[src/hdl/srtb_pkg.sv]
// ----------------------------------------------------------------------------
// srtb_pkg
// Shared types and constants for the segmented response time bound block.
// ----------------------------------------------------------------------------
package srtb_pkg;

    localparam int WORD_W = 32;
    localparam int SIZE_W = 16;
    localparam int CAP_W  = 17;
    localparam int PRI_W  = 8;
    localparam int MASK_W = 8;
    localparam int ADDR_W = 4;
    localparam int DATA_W = 32;

    typedef enum logic [1:0] {
        MODE_NETWORK,
        MODE_LAYER,
        MODE_KERNEL,
        MODE_BLOCK
    } mode_t;

    typedef enum logic [1:0] {
        REG_OWN_PRIORITY,
        REG_OWN_TPC_MASK,
        REG_CLUSTER_CAP,
        REG_ANALYSIS_MODE
    } reg_idx_t;

    typedef struct packed {
        logic [PRI_W-1:0]  own_priority;
        logic [MASK_W-1:0] own_tpc_mask;
        logic [CAP_W-1:0]  cluster_cap;
        mode_t             analysis_mode;
    } cfg_t;

    typedef struct packed {
        logic [WORD_W-1:0] own_wcet;
        logic [SIZE_W-1:0] own_size;
        logic              other_valid;
        logic [PRI_W-1:0]  other_priority;
        logic [MASK_W-1:0] other_tpc_mask;
        logic [SIZE_W-1:0] other_size;
        logic [WORD_W-1:0] other_wcet;
        logic              last_other;
        logic              last_segment;
    } item_t;

    typedef struct packed {
        logic [WORD_W-1:0] own_wcet;
        logic [WORD_W-1:0] other_wcet;
        logic              is_block;
        logic              is_intf;
        logic              close;
        logic              last;
    } cls_t;

    typedef struct packed {
        logic [WORD_W-1:0] own_wcet;
        logic [WORD_W-1:0] blk;
        logic [WORD_W-1:0] intf;
        logic              close;
        logic              last;
        logic              ovf;
    } seg_t;

endpackage

[src/hdl/srtb_cfg.sv]
// ----------------------------------------------------------------------------
// srtb_cfg
// Configuration register file behind an APB-style port.
// ----------------------------------------------------------------------------
module srtb_cfg
(
    input  logic                         clk,
    input  logic                         rst_n,
    input  logic                         psel,
    input  logic                         penable,
    input  logic                         pwrite,
    input  logic [srtb_pkg::ADDR_W-1:0]  paddr,
    input  logic [srtb_pkg::DATA_W-1:0]  pwdata,
    output logic [srtb_pkg::DATA_W-1:0]  prdata,
    output logic                         pready,
    output srtb_pkg::cfg_t               cfg
);

    srtb_pkg::cfg_t     cfg_reg;
    srtb_pkg::cfg_t     cfg_next;
    srtb_pkg::reg_idx_t idx;
    logic               wr_en;

    assign idx    = srtb_pkg::reg_idx_t'(paddr[3:2]);
    assign wr_en  = psel && penable && pwrite;
    assign pready = 1'b1;
    assign cfg    = cfg_reg;

    always_comb
    begin
        cfg_next = cfg_reg;
        if (wr_en)
        begin
            case (idx)
                srtb_pkg::REG_OWN_PRIORITY:
                    cfg_next.own_priority = pwdata[srtb_pkg::PRI_W-1:0];
                srtb_pkg::REG_OWN_TPC_MASK:
                    cfg_next.own_tpc_mask = pwdata[srtb_pkg::MASK_W-1:0];
                srtb_pkg::REG_CLUSTER_CAP:
                    cfg_next.cluster_cap = pwdata[srtb_pkg::CAP_W-1:0];
                srtb_pkg::REG_ANALYSIS_MODE:
                    cfg_next.analysis_mode = srtb_pkg::mode_t'(pwdata[1:0]);
                default:
                    cfg_next = cfg_reg;
            endcase
        end
    end

    always_comb
    begin
        case (idx)
            srtb_pkg::REG_OWN_PRIORITY:
                prdata = {{(srtb_pkg::DATA_W-srtb_pkg::PRI_W){1'b0}}, cfg_reg.own_priority};
            srtb_pkg::REG_OWN_TPC_MASK:
                prdata = {{(srtb_pkg::DATA_W-srtb_pkg::MASK_W){1'b0}}, cfg_reg.own_tpc_mask};
            srtb_pkg::REG_CLUSTER_CAP:
                prdata = {{(srtb_pkg::DATA_W-srtb_pkg::CAP_W){1'b0}}, cfg_reg.cluster_cap};
            srtb_pkg::REG_ANALYSIS_MODE:
                prdata = {{(srtb_pkg::DATA_W-2){1'b0}}, cfg_reg.analysis_mode};
            default:
                prdata = '0;
        endcase
    end

    always_ff @(posedge clk or negedge rst_n)
    begin
        if (!rst_n)
        begin
            cfg_reg <= '0;
        end
        else
        begin
            cfg_reg <= cfg_next;
        end
    end

endmodule

[src/hdl/srtb_classify.sv]
// ----------------------------------------------------------------------------
// srtb_classify
// Input register and conflict classification of each competitor.
// ----------------------------------------------------------------------------
module srtb_classify
#(
    parameter int TPC_COUNT = 8
)
(
    input  logic           clk,
    input  logic           rst_n,
    input  srtb_pkg::cfg_t cfg,
    input  logic           in_valid,
    input  srtb_pkg::item_t in_item,
    input  logic           en1,
    input  logic           en2,
    output logic           v1,
    output logic           v2,
    output srtb_pkg::cls_t cls
);

    localparam logic [srtb_pkg::MASK_W-1:0] TPC_MASK =
        (TPC_COUNT >= srtb_pkg::MASK_W) ? '1 :
        srtb_pkg::MASK_W'((1 << TPC_COUNT) - 1);

    srtb_pkg::item_t item_reg;
    logic            v1_reg;
    srtb_pkg::cls_t  cls_reg;
    srtb_pkg::cls_t  cls_next;
    logic            v2_reg;
    logic            share;
    logic            over_cap;
    logic            conflict;
    logic [srtb_pkg::CAP_W-1:0] size_sum;

    always_comb
    begin
        share    = |(cfg.own_tpc_mask & item_reg.other_tpc_mask & TPC_MASK);
        size_sum = {1'b0, item_reg.own_size} + {1'b0, item_reg.other_size};
        over_cap = size_sum > cfg.cluster_cap;
        conflict = item_reg.other_valid && share &&
                   ((cfg.analysis_mode == srtb_pkg::MODE_NETWORK) || over_cap);

        cls_next.own_wcet   = item_reg.own_wcet;
        cls_next.other_wcet = item_reg.other_wcet;
        cls_next.is_block   = conflict && (item_reg.other_priority > cfg.own_priority);
        cls_next.is_intf    = conflict &&
                              ((item_reg.other_priority < cfg.own_priority) ||
                               ((item_reg.other_priority == cfg.own_priority) &&
                                ((cfg.analysis_mode == srtb_pkg::MODE_KERNEL) ||
                                 (cfg.analysis_mode == srtb_pkg::MODE_BLOCK))));
        cls_next.close      = item_reg.last_other;
        cls_next.last       = item_reg.last_other && item_reg.last_segment;
    end

    always_ff @(posedge clk or negedge rst_n)
    begin
        if (!rst_n)
        begin
            v1_reg <= 1'b0;
            v2_reg <= 1'b0;
        end
        else
        begin
            if (en1)
            begin
                v1_reg <= in_valid;
            end
            if (en2)
            begin
                v2_reg <= v1_reg;
            end
        end
    end

    always_ff @(posedge clk)
    begin
        if (en1 && in_valid)
        begin
            item_reg <= in_item;
        end
        if (en2 && v1_reg)
        begin
            cls_reg <= cls_next;
        end
    end

    assign v1  = v1_reg;
    assign v2  = v2_reg;
    assign cls = cls_reg;

endmodule

[src/hdl/srtb_accum.sv]
// ----------------------------------------------------------------------------
// srtb_accum
// Per-segment blocking maximum and saturating interference sum.
// ----------------------------------------------------------------------------
module srtb_accum
(
    input  logic           clk,
    input  logic           rst_n,
    input  logic           v2,
    input  srtb_pkg::cls_t cls,
    input  logic           en3,
    output logic           v3,
    output srtb_pkg::seg_t seg
);

    logic [srtb_pkg::WORD_W-1:0] blk_reg;
    logic [srtb_pkg::WORD_W-1:0] blk_next;
    logic [srtb_pkg::WORD_W-1:0] intf_reg;
    logic [srtb_pkg::WORD_W-1:0] intf_next;
    logic [srtb_pkg::WORD_W-1:0] blk_upd;
    logic [srtb_pkg::WORD_W-1:0] intf_upd;
    logic [srtb_pkg::WORD_W:0]   intf_sum;
    logic                        v3_reg;
    srtb_pkg::seg_t              seg_reg;
    srtb_pkg::seg_t              seg_next;
    logic                        step;

    assign step = v2 && en3;

    always_comb
    begin
        blk_upd  = (cls.is_block && (cls.other_wcet > blk_reg)) ? cls.other_wcet : blk_reg;
        intf_sum = {1'b0, intf_reg} +
                   {1'b0, (cls.is_intf ? cls.other_wcet : {srtb_pkg::WORD_W{1'b0}})};
        intf_upd = intf_sum[srtb_pkg::WORD_W] ? '1 : intf_sum[srtb_pkg::WORD_W-1:0];

        seg_next.own_wcet = cls.own_wcet;
        seg_next.blk      = blk_upd;
        seg_next.intf     = intf_upd;
        seg_next.close    = cls.close;
        seg_next.last     = cls.last;
        seg_next.ovf      = intf_sum[srtb_pkg::WORD_W];

        blk_next  = blk_reg;
        intf_next = intf_reg;
        if (step)
        begin
            // segment close empties the per-segment terms
            blk_next  = cls.close ? '0 : blk_upd;
            intf_next = cls.close ? '0 : intf_upd;
        end
    end

    always_ff @(posedge clk or negedge rst_n)
    begin
        if (!rst_n)
        begin
            blk_reg  <= '0;
            intf_reg <= '0;
            v3_reg   <= 1'b0;
        end
        else
        begin
            blk_reg  <= blk_next;
            intf_reg <= intf_next;
            if (en3)
            begin
                v3_reg <= v2;
            end
        end
    end

    always_ff @(posedge clk)
    begin
        if (step)
        begin
            seg_reg <= seg_next;
        end
    end

    assign v3  = v3_reg;
    assign seg = seg_reg;

endmodule

[src/hdl/srtb_close.sv]
// ----------------------------------------------------------------------------
// srtb_close
// Segment close: response time recurrence and result register.
// ----------------------------------------------------------------------------
module srtb_close
(
    input  logic                         clk,
    input  logic                         rst_n,
    input  logic                         v3,
    input  srtb_pkg::seg_t               seg,
    output logic                         f4,
    output logic                         v4,
    output logic                         out_valid,
    input  logic                         out_stall,
    output logic [srtb_pkg::WORD_W-1:0]  response_time,
    output logic                         saturated
);

    logic [srtb_pkg::WORD_W-1:0] rt_reg;
    logic [srtb_pkg::WORD_W-1:0] blk_reg;
    logic                        close_reg;
    logic                        last_reg;
    logic                        ovf_reg;
    logic                        v4_reg;
    logic [srtb_pkg::WORD_W:0]   rt_sum;
    logic [srtb_pkg::WORD_W-1:0] acc_reg;
    logic [srtb_pkg::WORD_W-1:0] acc_next;
    logic                        seen_reg;
    logic                        seen_next;
    logic [srtb_pkg::WORD_W-1:0] base;
    logic [srtb_pkg::WORD_W:0]   acc_sum;
    logic [srtb_pkg::WORD_W-1:0] acc_new;
    logic                        seen_new;
    logic                        blocked;
    logic                        fire;
    logic                        out_valid_reg;
    logic                        out_valid_next;
    logic [srtb_pkg::WORD_W-1:0] rt_out_reg;
    logic                        sat_out_reg;

    assign rt_sum  = {1'b0, seg.own_wcet} + {1'b0, seg.intf};
    assign blocked = v4_reg && last_reg && out_valid_reg && out_stall;
    assign f4      = !v4_reg || !blocked;
    assign fire    = v4_reg && !blocked;

    always_comb
    begin
        base     = (blk_reg > acc_reg) ? blk_reg : acc_reg;
        acc_sum  = {1'b0, rt_reg} + {1'b0, base};
        acc_new  = acc_sum[srtb_pkg::WORD_W] ? '1 : acc_sum[srtb_pkg::WORD_W-1:0];
        seen_new = seen_reg || ovf_reg || (close_reg && acc_sum[srtb_pkg::WORD_W]);

        acc_next  = acc_reg;
        seen_next = seen_reg;
        if (fire)
        begin
            seen_next = seen_new;
            if (close_reg)
            begin
                acc_next = acc_new;
            end
            // analysis end starts the next one from zero
            if (last_reg)
            begin
                acc_next  = '0;
                seen_next = 1'b0;
            end
        end

        out_valid_next = out_valid_reg && out_stall;
        if (fire && last_reg)
        begin
            out_valid_next = 1'b1;
        end
    end

    always_ff @(posedge clk or negedge rst_n)
    begin
        if (!rst_n)
        begin
            v4_reg        <= 1'b0;
            acc_reg       <= '0;
            seen_reg      <= 1'b0;
            out_valid_reg <= 1'b0;
        end
        else
        begin
            if (f4)
            begin
                v4_reg <= v3;
            end
            acc_reg       <= acc_next;
            seen_reg      <= seen_next;
            out_valid_reg <= out_valid_next;
        end
    end

    always_ff @(posedge clk)
    begin
        if (f4 && v3)
        begin
            rt_reg    <= rt_sum[srtb_pkg::WORD_W] ? '1 : rt_sum[srtb_pkg::WORD_W-1:0];
            blk_reg   <= seg.blk;
            close_reg <= seg.close;
            last_reg  <= seg.last;
            ovf_reg   <= seg.ovf || (seg.close && rt_sum[srtb_pkg::WORD_W]);
        end
        if (fire && last_reg)
        begin
            rt_out_reg  <= acc_new;
            sat_out_reg <= seen_new;
        end
    end

    assign v4            = v4_reg;
    assign out_valid     = out_valid_reg;
    assign response_time = rt_out_reg;
    assign saturated     = sat_out_reg;

endmodule

[src/hdl/segmented_response_time_bound_top.sv]
// ----------------------------------------------------------------------------
// segmented_response_time_bound_top
// Streaming response time bound of one task over a sequence of segments.
// ----------------------------------------------------------------------------
// usage
//   configure own_priority, own_tpc_mask, cluster_cap and analysis_mode over
//   the apb port while the block is idle, then stream one competitor per
//   input transfer; last_other closes a segment and last_segment together
//   with last_other closes the analysis and yields one output transfer.
//   both channels use valid/stall; a transfer happens when valid is high and
//   stall is low.
//   throughput: one input transfer per cycle, sustained while in_stall stays low.
//   path: the result of the input transfer that closes the analysis passes
//   through the input register, classify, segment accumulate, response time
//   add and result register stages before it appears on out_valid.
//   a stalled result is held in the output register while further inputs
//   keep flowing; in_stall rises only when a second result reaches the last
//   stage while the first is still stalled and the pipeline behind it fills.
//   reset clears the configuration, all accumulators and the pipeline.
// ----------------------------------------------------------------------------
module segmented_response_time_bound_top
#(
    parameter int TPC_COUNT = 8
)
(
    input  logic                         clk,
    input  logic                         rst_n,
    input  logic                         psel,
    input  logic                         penable,
    input  logic                         pwrite,
    input  logic [srtb_pkg::ADDR_W-1:0]  paddr,
    input  logic [srtb_pkg::DATA_W-1:0]  pwdata,
    output logic [srtb_pkg::DATA_W-1:0]  prdata,
    output logic                         pready,
    input  logic                         in_valid,
    output logic                         in_stall,
    input  logic [srtb_pkg::WORD_W-1:0]  own_wcet,
    input  logic [srtb_pkg::SIZE_W-1:0]  own_size,
    input  logic                         other_valid,
    input  logic [srtb_pkg::PRI_W-1:0]   other_priority,
    input  logic [srtb_pkg::MASK_W-1:0]  other_tpc_mask,
    input  logic [srtb_pkg::SIZE_W-1:0]  other_size,
    input  logic [srtb_pkg::WORD_W-1:0]  other_wcet,
    input  logic                         last_other,
    input  logic                         last_segment,
    output logic                         out_valid,
    input  logic                         out_stall,
    output logic [srtb_pkg::WORD_W-1:0]  response_time,
    output logic                         saturated
);

    srtb_pkg::cfg_t  cfg;
    srtb_pkg::item_t in_item;
    srtb_pkg::cls_t  cls;
    srtb_pkg::seg_t  seg;
    logic            v1;
    logic            v2;
    logic            v3;
    logic            v4;
    logic            f1;
    logic            f2;
    logic            f3;
    logic            f4;

    assign in_item.own_wcet       = own_wcet;
    assign in_item.own_size       = own_size;
    assign in_item.other_valid    = other_valid;
    assign in_item.other_priority = other_priority;
    assign in_item.other_tpc_mask = other_tpc_mask;
    assign in_item.other_size     = other_size;
    assign in_item.other_wcet     = other_wcet;
    assign in_item.last_other     = last_other;
    assign in_item.last_segment   = last_segment;

    // a stage may load when it is empty or its content moves on
    assign f3       = !v3 || f4;
    assign f2       = !v2 || f3;
    assign f1       = !v1 || f2;
    assign in_stall = !f1;

    srtb_cfg u_cfg
    (
        .clk     (clk),
        .rst_n   (rst_n),
        .psel    (psel),
        .penable (penable),
        .pwrite  (pwrite),
        .paddr   (paddr),
        .pwdata  (pwdata),
        .prdata  (prdata),
        .pready  (pready),
        .cfg     (cfg)
    );

    srtb_classify #(
        .TPC_COUNT (TPC_COUNT)
    ) u_classify
    (
        .clk      (clk),
        .rst_n    (rst_n),
        .cfg      (cfg),
        .in_valid (in_valid),
        .in_item  (in_item),
        .en1      (f1),
        .en2      (f2),
        .v1       (v1),
        .v2       (v2),
        .cls      (cls)
    );

    srtb_accum u_accum
    (
        .clk   (clk),
        .rst_n (rst_n),
        .v2    (v2),
        .cls   (cls),
        .en3   (f3),
        .v3    (v3),
        .seg   (seg)
    );

    srtb_close u_close
    (
        .clk           (clk),
        .rst_n         (rst_n),
        .v3            (v3),
        .seg           (seg),
        .f4            (f4),
        .v4            (v4),
        .out_valid     (out_valid),
        .out_stall     (out_stall),
        .response_time (response_time),
        .saturated     (saturated)
    );

    a_stall_only_when_full: assert property (
        @(posedge clk) disable iff (!rst_n)
        in_stall |-> (v1 && v2 && v3 && v4 && out_valid && out_stall)
    ) else $error("input stalled with room in the pipeline");

    a_accept_fills_input: assert property (
        @(posedge clk) disable iff (!rst_n)
        (in_valid && !in_stall) |=> v1
    ) else $error("accepted transfer missing from input register");

    a_result_from_last_stage: assert property (
        @(posedge clk) disable iff (!rst_n)
        $rose(out_valid) |-> $past(v4)
    ) else $error("result appeared without an item in the last stage");

endmodule

[config.mk]
export PLATFORM = sky130hd
export DESIGN_NAME = segmented_response_time_bound_top
export DESIGN_NICKNAME = d
export VERILOG_FILES = /design/src/hdl/srtb_pkg.sv /design/src/hdl/srtb_cfg.sv /design/src/hdl/srtb_classify.sv /design/src/hdl/srtb_accum.sv /design/src/hdl/srtb_close.sv /design/src/hdl/segmented_response_time_bound_top.sv
export SDC_FILE = /design/constraint.sdc
export NUM_CORES = 1
export LEC_CHECK = 0
export ABC_AREA = 1
export BUFFER_PORTS_ARGS = -buffer_cell sky130_fd_sc_hd__buf_2
export CAP_MARGIN = 20
export CORE_ASPECT_RATIO = 1.25
export CORE_MARGIN = 1.5
export CORE_UTILIZATION = 55
export DETAILED_ROUTE_END_ITERATION = 16
export PLACE_DENSITY = 0.77
export SLEW_MARGIN = 20
export SYNTH_ARGS = -nofsm -noshare
export SYNTH_HDL_FRONTEND = slang
export SYNTH_SLANG_ARGS = --single-unit
[constraint.sdc]
create_clock -name clk -period 5.8 [get_ports clk]
set_input_delay 1.74 -clock clk [delete_from_list [all_inputs] [get_ports clk]]
set_output_delay 1.74 -clock clk [all_outputs]
set_load 0.01 [all_outputs]
==> results.txt <==
Result of the run = finished, final reports clean
Sequential cell area fraction in the yosys report = 0.5130
Max-cap check violation count = 0
# resized after CTS = 0
Critical-path top delay cell = nand2_2
Initial antenna violation count = 10
Routed wirelength normalized by instance count = 17.43 microns
Clock-pin transition on the worst setup and hold timing paths = 0.07 ns
Tightest Hold Check Type = flop to flop
Max Transition Viols Final = 0
Number of failing hold endpoints at the final stage = 0
Tot GR Track Use = 0.2673
Number of vias after detailed routing = 21,960
Clock buffer depth = 3
Multi-input gate area = 12,080 sq um
Width of the chip = 208.5 microns
Final period demand of the worst path = 4.888 ns
Peak fanout along the critical path = 34
Pin count of the biggest net entering global routing = 70
Path type of the worst setup path = flop to flop
Filler Cell Count = 4,442
Total power = 15,570 uW
Number of instances in the synthesized netlist = 3,194
Post-layout utilization of the core = 0.6191
Worst-skew pair later-pin latency = 0.62 ns
Number of routed nets with antenna violations = 0
Total of buffers placed on input and output ports = 192
Most instantiated flip-flop cell in the synthesis netlist = edfxtp_1
Clock tree root buffer cell = clkbuf_16
Total Die Area = 54,210 sq um
Leading cell type in the layout, fill and taps excluded = nand2_1
Mean post-synth cell area = 9.094 sq um
Most frequent cells in the layout = nand2_1, inv_1, edfxtp_1
Weighted congestion reported at the end of routability-driven placement = 0.9827
Total number of clock tree sinks = 519
Switching power = 6368 uW
Maximum clock rate = 204.6 MHz
Fin Clk Skew = 0.02763 ns
Worst-case setup slack after placement = 0.9296 ns
Initial core utilization = 0.5537
Count of state elements after synthesis = 519
Post-detail-place hpwl = 55,610 microns
Area grow syn2layout = 11.81%
CP peak stage delay = 0.56 ns
Fraction of layout cells with a size suffix above 1 = 0.1264
Max rail drop VDD = 0.4099 mV
H-tree depth = 2
Drt first pass iters = 6
Async S/R FF share, synth = 0.2640
Mapped cell area = 29,050 sq um
Height of the die = 259.9 microns
Static Leak = 0.01562 uW
Drt total wl = 71,900 microns
Sum of overflow across all layers after global routing = 0
Vias per cell = 5.323
Wire length of the first global-routing pass = 112,400 microns
Footprint of the flip-flops and latches = 14,900 sq um
Buf/Inv on CP = 3
Worst Setup End Kind = flop
Placed Instance Area = 30,640 sq um
Net count of the finished layout = 3,769
Kind of cell adding the most delay to the critical path = simple AND/OR/NAND/NOR gates
CP Cell Sequence = ha_1, nand2_1, nor2_1, nand4_1, nor3_2, nand4_1, buf_4, nand2_2, nand2_1, nand2_1, ha_1, inv_1, fa_1, o21ai_2, nand2_2, nand2_4, nand2_4, nand2_4, a21oi_4, buf_12, nand2_4, nand2_1, o21ai_1
Number of setup violations in the final report = 0
Comb pwr share = 0.434
Critical path required time = 6.32 ns
Sw Share = 0.4089
Reg power frac = 0.341
Post-CTS Setup Bufs = 0
Total CTS buffers = 52
Number of I/O pins = 226
Unique cell type count in the Yosys netlist = 55
Count of flip-flops with a built-in enable after synthesis = 382
Crit start category = flop
Post-layout instance area = 32,480 sq um
Rows = 94
Aggregate negative setup slack = 0 ns
Number of DRC markers after the initial detailed-route iteration = 1,592
Core ar. = 52,460 sq um
Max_slew headroom = 0.3118
Final cycle utilization of the critical path = 0.8427
Internal portion of total power = 9205 uW
Arrival time at the worst endpoint = 5.40 ns
Synthesis Warnings = 0
Setup repair after global routing missed its margin = no
Hold-fix buffers at CTS = 0
Clock tree from TritonCTS = done
Number of global-route vias before repair = 21,390
Max reg flops = 99
Power density relative to cell area = 479.5 nW/um^2
Share of power burned in the clock network = 0.224
Minimum setup slack in the final design = 0.9122 ns
Number of remaining DRC errors = 0
Actual slew at the worst max-slew pin = 1.026 ns
synthesized netlist by cell type, types with 12 or more instances:
cell type    n  area [sq um]
nand2_1    936          3513
inv_1      439          1648
edfxtp_1   382         11470
nand3_1    210          1051
ha_1       201          2515
nor2_1     183         686.9
a21oi_1    161         805.8
dfrtp_1    137          3428
o21ai_0    103         515.5
xor2_1      45         394.1
and2_1      34         212.7
nand4_1     33         206.5
nor3_1      30         150.1
o21ai_1     27         135.1
buf_2       23         115.1
buf_4       22         165.2
clkbuf_1    17         63.81
nand3_4     17         297.8
nand2_2     16         100.1
nand2_4     16         180.2
nand3_2     15         150.1
a21oi_2     12         105.1
inv_2       12         45.04
cell families after synthesis:
kind of cell,after synthesis,synth area share
xor gates and xnor gates,52,0.01568
other,2,0.0002586
AOI/OAI and AO/OA,362,0.07069
and+or+nand+nor,1533,0.2372
adders and majority gates,205,0.08934
buffers and inverters,521,0.07388
DFF,519,0.5130
metrics by stage:
step / cells / hold slack (ns)
2_1_floorplan: 3208 / 0.4003
3_3_place_gp: 4022 / 0.4010
3_5_place_dp: 4022 / 0.4045
4_1_cts: 4120 / 0.4071
5_1_grt: 4125 / 0.4071
6_report: 4125 / 0.4061
cell type report:
| class | count | area share |
|---|---|---|
| clock inverter | 36 | 0.01271 |
| inverter | 452 | 0.05232 |
| tap | 672 | 0.02589 |
| multi-input combinational | 2168 | 0.3718 |
| clock buffer | 62 | 0.04276 |
| sequential | 519 | 0.4588 |
| antenna | 3 | 0.0002312 |
| timing repair buffer | 213 | 0.03548 |
layer usage:
| layer | up-vias | part of all wire | GRT usage | wire, microns |
|---|---|---|---|---|
| li1 | 10950 | - | - | - |
| met1 | 10100 | 0.40 | 0.3189 | 28690 |
| met2 | 684 | 0.48 | 0.4614 | 34770 |
| met3 | 209 | 0.053 | 0.04009 | 3797 |
| met4 | 10 | 0.064 | 0.1574 | 4576 |
| met5 | - | 0.00082 | 0 | 59 |
path summary, 6_finish.rpt:
| kind | from | endpoint | slack (ns) | cells after the start |
|---|---|---|---|---|
| min in group asynchronous | rst_n | u_cfg.cfg[15] | 1.12 | 1 |
| worst max-delay path | u_close.blk_reg[30] | u_close.acc_reg[6] | 0.91 | 23 |
| worst max register to register | u_close.blk_reg[30] | u_close.acc_reg[6] | 0.91 | 23 |
| worst min-delay path | u_classify.cls_next[7] | u_classify.cls[7] | 0.41 | 0 |
| max in group asynchronous | rst_n | u_accum.intf_reg[29] | 3.67 | 2 |
| worst min register to register | u_classify.cls_next[7] | u_classify.cls[7] | 0.41 | 0 |
power groups by stage:
stage	Clock, uW	Combinational (uW)	Sequential, uW
2_1_floorplan	0	5080	5260
3_3_place_gp	0	6580	5360
3_5_place_dp	0	6690	5380
4_1_cts	3540	6720	5310
5_1_grt	3680	7550	5360
6_report	3490	6770	5310
Power figures use the tool's default switching activity.
